**src/hdl/hexcan_pkg.sv**
```systemverilog
// Shared types and constants for the hex-text frame parser.
// No dependencies; every file of the block but hexcan_fifo imports this package.
package hexcan_pkg;

  localparam int CMD_CHARS_DEF  = 64;
  localparam int MAX_DIGITS_DEF = 20;

  // Widest digit store a job can carry; queue entries are sized for it.
  localparam int DIGITS_CAP = 20;
  localparam int DCNT_W     = $clog2(DIGITS_CAP + 1);

  localparam int JOBQ_DEPTH = 2;
  localparam int OUTQ_DEPTH = 2;

  localparam int IDLE_W = 24;
  localparam logic [IDLE_W-1:0] IDLE_MAX   = 24'hFF_FFFF;
  localparam logic [IDLE_W-1:0] IDLE_RESET = 24'd200000;

  localparam int CFG_IDX_W  = 1;
  localparam int CFG_DATA_W = 24;
  localparam logic [CFG_IDX_W-1:0] CFG_ENABLE     = 1'b0;
  localparam logic [CFG_IDX_W-1:0] CFG_IDLE_LIMIT = 1'b1;

  localparam logic [1:0] ST_FRAME    = 2'd0;
  localparam logic [1:0] ST_SYNTAX   = 2'd1;
  localparam logic [1:0] ST_TOO_LONG = 2'd2;

  localparam logic [15:0] ID_MAX = 16'h07FF;

  typedef struct packed {
    logic       action;
    logic [7:0] char_code;
  } in_item_t;

  typedef struct packed {
    logic [1:0]  status;
    logic [10:0] frame_id;
    logic [3:0]  byte_count;
    logic [63:0] frame_data;
  } out_item_t;

  // Finished command handed from the front end to the decoder.
  typedef struct packed {
    logic                        too_long;
    logic                        bad;
    logic [DCNT_W-1:0]           dcount;
    logic [DIGITS_CAP-1:0][3:0]  digits;
  } job_t;

endpackage

```
**src/hdl/hexcan_fifo.sv**
```systemverilog
// Small first-in first-out queue of any packed type.
// Depends on nothing but its parameters.
module hexcan_fifo #(
  parameter type T     = logic,
  parameter int  DEPTH = 2
) (
  input  logic clk,
  input  logic rst_n,
  input  logic push,
  input  T     push_data,
  output logic full,
  input  logic pop,
  output T     pop_data,
  output logic empty
);

  localparam int PTR_W = (DEPTH > 1) ? $clog2(DEPTH) : 1;
  localparam int CNT_W = $clog2(DEPTH + 1);
  localparam logic [PTR_W-1:0] PTR_LAST = PTR_W'(DEPTH - 1);
  localparam logic [CNT_W-1:0] CNT_FULL = CNT_W'(DEPTH);

  T                 mem [DEPTH];
  logic [PTR_W-1:0] wr_ptr_r, wr_ptr_nxt;
  logic [PTR_W-1:0] rd_ptr_r, rd_ptr_nxt;
  logic [CNT_W-1:0] count_r, count_nxt;
  logic             do_push, do_pop;

  assign full     = (count_r == CNT_FULL);
  assign empty    = (count_r == '0);
  assign do_push  = push && !full;
  assign do_pop   = pop && !empty;
  assign pop_data = mem[rd_ptr_r];

  always_comb begin
    wr_ptr_nxt = wr_ptr_r;
    rd_ptr_nxt = rd_ptr_r;
    count_nxt  = count_r;
    if (do_push) begin
      wr_ptr_nxt = (wr_ptr_r == PTR_LAST) ? '0 : wr_ptr_r + PTR_W'(1);
    end
    if (do_pop) begin
      rd_ptr_nxt = (rd_ptr_r == PTR_LAST) ? '0 : rd_ptr_r + PTR_W'(1);
    end
    if (do_push && !do_pop) begin
      count_nxt = count_r + CNT_W'(1);
    end else if (do_pop && !do_push) begin
      count_nxt = count_r - CNT_W'(1);
    end
  end

  always_ff @(posedge clk) begin
    if (!rst_n) begin
      wr_ptr_r <= '0;
      rd_ptr_r <= '0;
      count_r  <= '0;
    end else begin
      wr_ptr_r <= wr_ptr_nxt;
      rd_ptr_r <= rd_ptr_nxt;
      count_r  <= count_nxt;
    end
  end

  always_ff @(posedge clk) begin
    if (do_push) begin
      mem[wr_ptr_r] <= push_data;
    end
  end

endmodule

```
**src/hdl/hexcan_front.sv**
```systemverilog
// Front end: configuration registers, per-character classification and the
// digit store; emits one job per finished command. Uses hexcan_pkg.
module hexcan_front #(
  parameter int CMD_CHARS  = hexcan_pkg::CMD_CHARS_DEF,
  parameter int MAX_DIGITS = hexcan_pkg::MAX_DIGITS_DEF
) (
  input  logic                                clk,
  input  logic                                rst_n,
  input  logic                                item_valid,
  input  hexcan_pkg::in_item_t                item,
  input  logic                                cfg_valid,
  output logic                                cfg_ready,
  input  logic [hexcan_pkg::CFG_IDX_W-1:0]    cfg_index,
  input  logic [hexcan_pkg::CFG_DATA_W-1:0]   cfg_wdata,
  output logic                                job_push,
  output hexcan_pkg::job_t                    job
);
  import hexcan_pkg::*;

  localparam int CC_W  = $clog2(CMD_CHARS);
  localparam int DC_W  = $clog2(MAX_DIGITS + 1);
  localparam int IDX_W = (MAX_DIGITS > 1) ? $clog2(MAX_DIGITS) : 1;
  localparam logic [CC_W-1:0] CHAR_LAST = CC_W'(CMD_CHARS - 1);
  localparam logic [DC_W-1:0] DIG_FULL  = DC_W'(MAX_DIGITS);

  logic              enable_r, enable_nxt;
  logic [IDLE_W-1:0] idle_limit_r, idle_limit_nxt;
  logic [CC_W-1:0]   char_count_r, char_count_nxt;
  logic [DC_W-1:0]   digit_count_r, digit_count_nxt;
  logic              syntax_bad_r, syntax_bad_nxt;
  logic [IDLE_W-1:0] idle_count_r, idle_count_nxt;
  logic [3:0]        digit_store [MAX_DIGITS];

  logic [IDLE_W-1:0] idle_inc;
  logic              is_eol, is_sep, hex_ok;
  logic [3:0]        hex_val;
  logic              finish, too_long, store_we;
  logic [7:0]        c;

  assign cfg_ready = 1'b1;
  assign c         = item.char_code;
  assign is_eol    = (c == 8'h0D) || (c == 8'h0A);
  assign is_sep    = (c == 8'h20) || (c == 8'h09) || (c == 8'h2C) || (c == 8'h3A);

  always_comb begin
    hex_ok  = 1'b1;
    hex_val = 4'd0;
    if (c >= 8'h30 && c <= 8'h39) begin
      hex_val = 4'(c - 8'h30);
    end else if (c >= 8'h41 && c <= 8'h46) begin
      hex_val = 4'(c - 8'h37);
    end else if (c >= 8'h61 && c <= 8'h66) begin
      hex_val = 4'(c - 8'h57);
    end else begin
      hex_ok = 1'b0;
    end
  end

  assign idle_inc = (idle_count_r == IDLE_MAX) ? idle_count_r : idle_count_r + IDLE_W'(1);

  always_comb begin
    enable_nxt      = enable_r;
    idle_limit_nxt  = idle_limit_r;
    char_count_nxt  = char_count_r;
    digit_count_nxt = digit_count_r;
    syntax_bad_nxt  = syntax_bad_r;
    idle_count_nxt  = idle_count_r;
    finish          = 1'b0;
    too_long        = 1'b0;
    store_we        = 1'b0;

    if (item_valid && enable_r) begin
      if (item.action) begin
        idle_count_nxt = idle_inc;
        if (char_count_r != '0 && idle_inc >= idle_limit_r) begin
          finish = 1'b1;
        end
      end else if (is_eol) begin
        if (char_count_r != '0) begin
          finish = 1'b1;
        end
      end else if (char_count_r != CHAR_LAST) begin
        char_count_nxt = char_count_r + CC_W'(1);
        idle_count_nxt = '0;
        if (!is_sep && !syntax_bad_r) begin
          if (!hex_ok || digit_count_r == DIG_FULL) begin
            syntax_bad_nxt = 1'b1;
          end else begin
            store_we        = 1'b1;
            digit_count_nxt = digit_count_r + DC_W'(1);
          end
        end
      end else begin
        // overlong: drop the character and flush the command
        too_long = 1'b1;
      end
    end

    if (finish || too_long) begin
      char_count_nxt  = '0;
      digit_count_nxt = '0;
      syntax_bad_nxt  = 1'b0;
      idle_count_nxt  = '0;
    end

    if (cfg_valid) begin
      if (cfg_index == CFG_ENABLE) begin
        enable_nxt = cfg_wdata[0];
        if (!cfg_wdata[0]) begin
          char_count_nxt  = '0;
          digit_count_nxt = '0;
          syntax_bad_nxt  = 1'b0;
          idle_count_nxt  = '0;
        end
      end else if (cfg_index == CFG_IDLE_LIMIT) begin
        idle_limit_nxt = cfg_wdata[IDLE_W-1:0];
      end
    end
  end

  // Snapshot the store into the job; slots past MAX_DIGITS read as zero.
  always_comb begin
    job_push      = finish || too_long;
    job.too_long  = too_long;
    job.bad       = syntax_bad_r;
    job.dcount    = DCNT_W'(digit_count_r);
    for (int i = 0; i < DIGITS_CAP; i++) begin
      job.digits[i] = (i < MAX_DIGITS) ? digit_store[(i < MAX_DIGITS) ? i : 0] : 4'd0;
    end
  end

  always_ff @(posedge clk) begin
    if (!rst_n) begin
      enable_r      <= 1'b0;
      idle_limit_r  <= IDLE_RESET;
      char_count_r  <= '0;
      digit_count_r <= '0;
      syntax_bad_r  <= 1'b0;
      idle_count_r  <= '0;
    end else begin
      enable_r      <= enable_nxt;
      idle_limit_r  <= idle_limit_nxt;
      char_count_r  <= char_count_nxt;
      digit_count_r <= digit_count_nxt;
      syntax_bad_r  <= syntax_bad_nxt;
      idle_count_r  <= idle_count_nxt;
    end
  end

  always_ff @(posedge clk) begin
    if (store_we) begin
      digit_store[digit_count_r[IDX_W-1:0]] <= hex_val;
    end
  end

endmodule

```
**src/hdl/hexcan_back.sv**
```systemverilog
// Back end: decodes one job per cycle, when the output queue has room,
// into a result queued for the receiver. Uses hexcan_pkg and hexcan_fifo.
module hexcan_back (
  input  logic                  clk,
  input  logic                  rst_n,
  input  logic                  job_valid,
  input  hexcan_pkg::job_t      job,
  output logic                  job_pop,
  output logic                  out_empty,
  input  logic                  out_pop,
  output hexcan_pkg::out_item_t out_data
);
  import hexcan_pkg::*;

  out_item_t         res;
  logic              outq_full;
  logic [15:0]       id16;
  logic [DCNT_W-1:0] rest;
  logic [3:0]        nbytes;
  logic              ok;
  logic [63:0]       data;

  assign job_pop = job_valid && !outq_full;

  assign id16   = {job.digits[0], job.digits[1], job.digits[2], job.digits[3]};
  assign rest   = job.dcount - DCNT_W'(4);
  assign nbytes = 4'(rest >> 1);

  always_comb begin
    ok = !job.bad && (job.dcount >= DCNT_W'(4));
    if (id16 > ID_MAX || rest[0] || nbytes > 4'd8) begin
      ok = 1'b0;
    end
    data = '0;
    for (int i = 0; i < 8; i++) begin
      if (4'(i) < nbytes) begin
        data[8*i +: 8] = {job.digits[4 + 2*i], job.digits[5 + 2*i]};
      end
    end
    res = '0;
    if (job.too_long) begin
      res.status = ST_TOO_LONG;
    end else if (!ok) begin
      res.status = ST_SYNTAX;
    end else begin
      res.status     = ST_FRAME;
      res.frame_id   = id16[10:0];
      res.byte_count = nbytes;
      res.frame_data = data;
    end
  end

  hexcan_fifo #(
    .T     (out_item_t),
    .DEPTH (OUTQ_DEPTH)
  ) u_outq (
    .clk       (clk),
    .rst_n     (rst_n),
    .push      (job_pop),
    .push_data (res),
    .full      (outq_full),
    .pop       (out_pop),
    .pop_data  (out_data),
    .empty     (out_empty)
  );

endmodule

```
**src/hdl/hex_text_can_frame_parser.sv**
```systemverilog
// Hex-text command parser producing standard-identifier frames.
// Top level: front end, job queue and decoder. Uses hexcan_pkg.
//
// Usage:
//   Input is a queue push side: in_data carries action (0 = character,
//   1 = time tick) and char_code; a word is taken when in_push is high and
//   in_full is low. One word can be taken every cycle while in_full is low.
//   Results form a queue pop side: while out_empty is low the oldest result
//   (status, frame_id, byte_count, frame_data) is on out_data, and it is
//   taken when out_pop is high.
//   Configuration: cfg_index 0 = enable, 1 = idle_limit; a write happens when
//   cfg_valid and cfg_ready are high (cfg_ready is always high). Write only
//   while the block is idle.
// A word that ends a command pushes a job into the job queue; the decoder
//   then writes its result into the output queue, whose head is out_data.
//   Throughput: one word per cycle while in_full is low, that is while the
//   job queue is not full.
// Reset clears both queues and the command buffer, disables input and sets
//   idle_limit to 200000. When the receiver stalls, results pile up in the
//   output and job queues; once the job queue is full, in_full rises.
module hex_text_can_frame_parser #(
  parameter int CMD_CHARS  = hexcan_pkg::CMD_CHARS_DEF,
  parameter int MAX_DIGITS = hexcan_pkg::MAX_DIGITS_DEF
) (
  input  logic                              clk,
  input  logic                              rst_n,
  input  logic                              in_push,
  output logic                              in_full,
  input  hexcan_pkg::in_item_t              in_data,
  output logic                              out_empty,
  input  logic                              out_pop,
  output hexcan_pkg::out_item_t             out_data,
  input  logic                              cfg_valid,
  output logic                              cfg_ready,
  input  logic [hexcan_pkg::CFG_IDX_W-1:0]  cfg_index,
  input  logic [hexcan_pkg::CFG_DATA_W-1:0] cfg_wdata
);
  import hexcan_pkg::*;

  logic item_valid;
  logic job_push, job_pop, jobq_empty;
  job_t job_in, job_out;

  assign item_valid = in_push && !in_full;

  hexcan_front #(
    .CMD_CHARS  (CMD_CHARS),
    .MAX_DIGITS (MAX_DIGITS)
  ) u_front (
    .clk        (clk),
    .rst_n      (rst_n),
    .item_valid (item_valid),
    .item       (in_data),
    .cfg_valid  (cfg_valid),
    .cfg_ready  (cfg_ready),
    .cfg_index  (cfg_index),
    .cfg_wdata  (cfg_wdata),
    .job_push   (job_push),
    .job        (job_in)
  );

  // Any taken word may finish a command, so hold input while the queue is full.
  hexcan_fifo #(
    .T     (job_t),
    .DEPTH (JOBQ_DEPTH)
  ) u_jobq (
    .clk       (clk),
    .rst_n     (rst_n),
    .push      (job_push),
    .push_data (job_in),
    .full      (in_full),
    .pop       (job_pop),
    .pop_data  (job_out),
    .empty     (jobq_empty)
  );

  hexcan_back u_back (
    .clk       (clk),
    .rst_n     (rst_n),
    .job_valid (!jobq_empty),
    .job       (job_out),
    .job_pop   (job_pop),
    .out_empty (out_empty),
    .out_pop   (out_pop),
    .out_data  (out_data)
  );

endmodule

```
**config.mk**
```make
export PLATFORM = sky130hd
export DESIGN_NAME = hex_text_can_frame_parser
export DESIGN_NICKNAME = d
export VERILOG_FILES = /design/src/hdl/hexcan_pkg.sv /design/src/hdl/hexcan_fifo.sv /design/src/hdl/hexcan_front.sv /design/src/hdl/hexcan_back.sv /design/src/hdl/hex_text_can_frame_parser.sv
export SDC_FILE = /design/constraint.sdc
export NUM_CORES = 1
export LEC_CHECK = 0
export BUFFER_PORTS_ARGS = -buffer_cell sky130_fd_sc_hd__buf_4
export CORE_AREA = 2 2 224 226
export CTS_CLUSTER_DIAMETER = 150
export DETAILED_ROUTE_END_ITERATION = 7
export DIE_AREA = 0 0 226 228
export SYNTH_ARGS = -nofsm -noshare
export SYNTH_HDL_FRONTEND = slang
export SYNTH_SLANG_ARGS = --single-unit
```
**constraint.sdc**
```tcl
create_clock -name clk -period 13.25 [get_ports clk]
set_input_delay 1.325 -clock clk [delete_from_list [all_inputs] [get_ports clk]]
set_output_delay 1.325 -clock clk [all_outputs]
set_load 0.02 [all_outputs]
```
==> After elaboration in Yosys (flattened, before gate mapping) <==
Memory sizes are Yosys's and may differ from the RTL's. A register that Yosys moved wholly into a read port is not among the register bits.
Cells that the tools add are included.
{ "classes": {"n_bitwise": 1, "magnitude_cmp": 18, "eq_ne": 11, "muxes": 89, "n_reduce_logical": 44, "addsub": 15} }
{ "op_table": {"columns": ["operator", "n"], "rows": [
  ["$mux 24", 9],
  ["$mux 79", 2],
  ["$mux 8", 8],
  ["$mux 5", 10],
  ["$mux 6", 8],
  ["$mux 1", 44],
  ["$add 24x1->24 const B", 1],
  ["$eq 24x24->1 const B", 1],
  ["$eq 8x4->1 const B", 3],
  ["$eq 8x6->1 const B", 3],
  ["$ge 24x24->1", 1],
  ["$logic_and 1x1->1", 17],
  ["$ge 8x7->1 const B", 2],
  ["$gt 16x11->1 const B", 1],
  ["$le 8x7->1 const B", 2],
  ["$lt 3x4->1 const A", 4],
  ["$logic_not 1->1", 12],
  ["$mux 4", 3],
  ["$mux 2", 5],
  ["$ge 8x6->1 const B", 1],
  ["$le 8x6->1 const B", 1],
  ["$logic_or 1x1->1", 8],
  ["$lt 1x4->1 const A", 2],
  ["$lt 2x4->1 const A", 2],
  ["18 further kinds", 28]
]} }
{ "totals": {"ff_bits": 69, "mem_bits_rw": 416, "in_bits": 39, "n_memories": 3, "wordCells": 193, "output_inout_bits": 84} }
{ "memory_table": {"columns": ["name", "words", "word_bits", "rd", "rd_ports_with_merged_regs", "write_ports", "line", "text"], "rows": [
  ["u_jobq.mem", 2, 87, 1, 1, 1, "hexcan_fifo.sv:22", "T mem [DEPTH];"],
  ["u_back.u_outq.mem", 2, 81, 1, 1, 1, "hexcan_fifo.sv:22", null],
  ["u_front.digit_store", 20, 4, 20, 0, 1, "hexcan_front.sv:32", "logic [3:0] digit_store [MAX_DIGITS];"]
]} }

==> Longest topological paths before layout <==
{ "depth": {"ltp_word": 17, "depth_mapped": 18} }

==> Hierarchy <==
Synthesis repeated with hierarchy kept, for this count alone.
{ "hier_totals": {"cells_unflattened": 1337, "hier_area_um2": 20464.6} }
{ "by_module_without_submodules": {"columns": ["module", "cells_per_inst", "area_each_um2", "n_inst"], "rows": [
  ["hexcan_front", 649, 6975.4, 1],
  ["hexcan_fifo at u_jobq", 296, 6632.6, 1],
  ["hexcan_fifo at u_back.u_outq", 277, 6105.9, 1],
  ["hexcan_back", 113, 733.2, 1],
  ["hex_text_can_frame_parser", 2, 17.5, 1]
]} }

==> Worst setup path before layout <==
OpenSTA, ideal clock, no wires.
{ "synth_timing": {"kind": "register -> register", "startpoint": "register u_front.idle_count_r[16]", "endpoint": "memory u_jobq.mem[1][0] (netlist bit) (enable)", "path_buffers": 2, "synth_period_minus_slack_ns": 6.920, "t_arrival_ns": 6.387, "stages_incl_launch_ff": 14, "path_slack_ns": 6.330, "cell_sequence": "dfxtp_1 > buf_2 > nand4_2 > or2_4 > nor4_4 > buf_6 > mux2_2 > ha_1 > o211ai_1 > a21oi_1 > and4b_1 > o211ai_1 > nand2_1 > nor2_1"} }
{ "synth_between": {"elab_chain_cells": 11, "word_cells_on_any_way": 12} }
{ "synth_lines": {"columns": ["item", "line", "text"], "rows": [
  ["start, declared", "hexcan_front.sv:31", "logic [IDLE_W-1:0] idle_count_r, idle_count_nxt;"],
  ["start signal, assigned", "hexcan_front.sv:146", "idle_count_r <= idle_count_nxt;"],
  ["$add 24x1->24 / $eq 24x24->1 (equally long branches)", "hexcan_front.sv:59", "assign idle_inc = (idle_count_r == IDLE_MAX) ? idle_count_r : idle_count_r + IDLE_W'(1);"],
  ["$mux 24 *", "hexcan_front.sv:59", null],
  ["$ge 24x24->1 *", "hexcan_front.sv:75", "if (char_count_r != '0 && idle_inc >= idle_limit_r) begin"],
  ["$logic_and 1x1->1 *", "hexcan_front.sv:75", null],
  ["$mux 1 *", "hexcan_front.sv:75", null],
  ["$mux 1 *", "hexcan_front.sv:73", "if (item.action) begin"],
  ["$mux 1 *", "hexcan_front.sv:72", "if (item_valid && enable_r) begin"],
  ["$logic_or 1x1->1 *", "hexcan_front.sv:123", "job_push = finish || too_long;"],
  ["$logic_and 1x1->1 *", "hexcan_fifo.sv:30", "assign do_push = push && !full;"],
  ["$mux 1 *", "hexcan_fifo.sv:64", "if (do_push) begin"],
  ["$mux 1 (not written as such) *", "hexcan_fifo.sv:65", "mem[wr_ptr_r] <= push_data;"],
  ["end, declared", "hexcan_fifo.sv:22", null]
]} }
Mark *: on every way between the ends. The rest lies on a longest branch, timed or not.

==> Worst setup path in the final report <==
{ "layout_timing": {"startpoint": "register u_front.idle_count_r[16]", "endpoint": "memory u_jobq.mem[1][67] (netlist bit) (enable)"} }
The elaborated chain is that of the path after synthesis.

==> metrics.log <==
[metrics] run status: completed
[metrics] met3 GRT Util: under 10%
[metrics] wire length per cell: roughly 18 um
[metrics] number of gates resized after CTS: 0
[metrics] antenna fix cells: 0
[metrics] TritonCTS clock tree: done
[metrics] largest cells by area after synthesis: edfxtp_1 (64%), dfxtp_1 (7.3%), mux2_2 (4.9%)
[metrics] number of buffers inserted for hold repair after clock tree synthesis: 0
[metrics] worst skew pair latency: between 500 and 600 ps
[metrics] CTS sink cnt: around 490
[metrics] standby leakage power: 7.78 nW
[metrics] number of register bits inferred by synthesis: roughly 500
[metrics] fmax: 188 MHz
[metrics] number of antenna violations at the first check in global routing: 0
[metrics] total power: 4.17 mW
[metrics] number of fill cells: 4307
[metrics] share of Yosys cell area claimed by the top area cell type: ~64%
[metrics] share of the synthesized netlist area taken by xor and xnor gates: ~1.6%
[metrics] Main synth FF type: edfxtp_1
[metrics] final-stage net count: ~1500
[metrics] initial drt markers: approximately 670
[metrics] PwrDens: ~180 nW/um2
[metrics] simple-gate share of the synthesized area: 7.80%
[metrics] max-capacitance violation count: 0
[metrics] number of buffers added by the clock tree synthesis step: 51
[metrics] pin count of the biggest net entering global routing: 72
[metrics] Fin. Hold Viols: 0
[metrics] placer's final routability congestion estimate: ~0.84
[metrics] # IOs: around 120
[metrics] die span in y: 228 um
[metrics] global-route layer with the greatest usage: met2
[metrics] Avg Vias per Cell: 4.92
[metrics] worst endpoint data arrival time: 5540 ps
[metrics] worst slack at placement: ~7900 ps
[metrics] cell count after synthesis: 1302
[metrics] clock tree root buffer cell: clkbuf_16
[metrics] placeable core area: 49300 um2
[metrics] DPL Wire Length: 24100 um
[metrics] remaining routing DRC violations: 0
[metrics] met1 Track Usage GR: 19.3%
[metrics] main combinational cell family by area after synthesis: multiplexers
[metrics] die outline area: 51500 um2
[metrics] deepest clock path buffer count: 3
[metrics] hold crit path type: reg -> reg
[metrics] Avg Synthesized Cell Area: around 15 um2
[metrics] wire length of the first global-routing pass: 59300 um
[metrics] headroom to the max-slew limit: 19.2%
[metrics] Starting Density: 39.5%
[metrics] cell area after synthesis: around 19000 um2
[metrics] multiplexer share of the synthesized area: a little under a tenth
[metrics] share of the synthesized area in compound gates (AO/OA/AOI/OAI): 5.49%
[metrics] post-synthesis sequential area ratio: between 70 and 80%
[metrics] number of setup violations in the final report: 0
[metrics] total overflow reported by the global router: 0
[metrics] worst endpoint required time: between 10000 and 15000 ps
[metrics] width of the die: 226 um
[metrics] startpoint-to-endpoint class of the critical path: reg -> reg
[metrics] fin. max-slew vios: 0
[metrics] kind of capture point of the worst setup path: register
[metrics] share of layout cells above drive strength 1: about 22%
[metrics] Adder-Cell Fraction of Synth Area: ~2.5%
[metrics] Reg clk slew, reported paths: 60 ps
[metrics] count of vias placed by the detailed router: 10600
[metrics] total global routing track utilization: 14.8%
[metrics] DR pass1 iterations: 6
[metrics] Layout Area Growth over Synthesis: 17.2%
[metrics] area leader, netlist: edfxtp_1
[metrics] count of warnings emitted by yosys: 0
[metrics] total negative slack for setup checks: 0 ps
[metrics] portion of the clock cycle consumed by the worst path in the final layout: 40.2%
[metrics] setup ws final: 7930 ps
[metrics] slew at the pin closest to its max-slew limit: 1210 ps
[metrics] crit path max fanout: 63
[metrics] vias in the first global route: 10700
[metrics] CP startpoint kind: register
[metrics] synthesized netlist net count: 1380
[metrics] postcts setup bufs: 0
[metrics] H-tree lvl count: 2
[metrics] DRT Wirelength: approximately 38000 um
[metrics] Routed Antenna Nets: 0
[metrics] Worst IR Drop VDD: 0.0853 mV
[metrics] met2 capacity usage during global routing: 25.1%
[metrics] Clock Skews: 32.6 ps
[metrics] time the worst path needs with I/O delays and setup: 5320 ps
[metrics] Cell Rows: 82
[metrics] Post-synth EDFFs: 416
[metrics] number of buffer cells added on primary ports: roughly 120
[metrics] proportion of register bits with asynchronous set or reset after synthesis: 0%
[metrics] setup repair after global routing missed its margin: false
[metrics] Yosys cell types: 73
-- logic make-up (layout without fill, tap and decap cells) --
family | count (synthesis) | after routing
adders and majority gates | 39 | 39
buffers and inverters | 98 | 274
AOI/OAI and AO/OA | 151 | 151
and+or+nand+nor | 325 | 325
xor gates and xnor gates | 35 | 35
other | 1 | 1
muxes | 166 | 166
DFF | 487 | 487
-- stage by stage --
step                util [%]  instances  hold WS (ps)  instance area (um2)
finish                  46.2       2150           434                22800
global placement        42.8       2054           422                21100
detailed placement      42.8       2054           430                21100
floorplan                  -       1302           421                19500
global route            46.2       2150           445                22800
CTS                     46.2       2150           429                22800
-- power by group --
group	switching [mW]	leakage, nW	internal (mW)
registers	0.0611	4.26	1.84
logic	0.466	2.69	0.381
clock network	0.575	0.831	0.843
total	1.10	7.78	3.06
-- worst max-delay path: stages, from the launching register on --
cell and delay (ps):
dfxtp_1 470, nand4_2 180, or2_4 290, nor4_4 860
nor3_1 200, xor2_1 210, ha_1 320, o211ai_1 80
o21ai_0 220, nand3_1 120, o211ai_1 290, nand2_1 160
nor2_4 670, buf_4 810
-- sequential cells by signal, summed over array words and instances, names as in the netlist, named ones only --
name                    cells
u_front.char_count_r        6
u_front.idle_limit_r       24
u_front.syntax_bad_r        1
u_jobq.wr_ptr_r             1
u_front.enable_r            1
u_jobq.count_r              2
u_front.idle_count_r       24
u_jobq.rd_ptr_r             1
u_jobq.mem                174
u_back.u_outq.count_r       2
u_front.digit_count_r       5
u_back.u_outq.mem         162
u_back.u_outq.rd_ptr_r      1
u_back.u_outq.wr_ptr_r      1
u_front.digit_store        80
-- metal layers --
metal  vias to the layer above  part of all wire (%)
met1                      5195                    44
met5                         -                     0
met2                       205                    50
met4                         0                   2.1
li1                       5131                     -
met3                        57                   4.4
-- Yosys cell counts (7+ instances only) --
library cell	number
dfxtp_1	71
nand3_1	17
xor2_1	24
ha_1	39
inv_1	46
buf_2	12
o211a_1	7
and3_1	7
nor3_1	13
edfxtp_1	416
and2_1	7
o21ai_0	14
a311oi_1	14
clkbuf_1	32
a31oi_1	7
xnor2_1	11
nand2_1	89
nor2_1	131
mux2i_1	80
mux2_2	85
nor4_1	9
nand4_1	12
o211ai_1	10
a21oi_1	53
-- final timing paths --
kind,start,depth (start not counted),end,slack [ps]
worst min register to register,u_front.digit_store[1][2],0,u_jobq.mem[1][6],430
worst max-delay path,u_front.idle_count_r[16],13,u_jobq.mem[1][67],7930
worst min-delay path,u_front.digit_store[1][2],0,u_jobq.mem[1][6],430
worst max register to register,u_front.idle_count_r[16],13,u_jobq.mem[1][67],7930
-- final cells by class --
cell class              count  area (um2)  share of cell area, %
flip-flops and latches    487       13900                   61.0
multi-input cells         717        5180                   22.7
clock buffers              67        1400                   6.13
repair buffers            132         991                   4.34
well taps                 672         841                   3.69
clock inverters            29         304                   1.33
inverters                  46         174                  0.762
-- cells in the final DEF, fill, tap and decap left out, types with 13 or more instances in the layout --
cell type and instances:
mux2_2 85, inv_1 45, o21ai_0 13, clkbuf_16 52
nand2_1 89, xor2_1 24, a21oi_1 53, nor3_1 13
mux2i_1 80, dfxtp_1 69, buf_4 132, nor2_1 128
edfxtp_1 416, a311oi_1 14, ha_1 39, nand3_1 17
(Power assumes the default switching activity.)
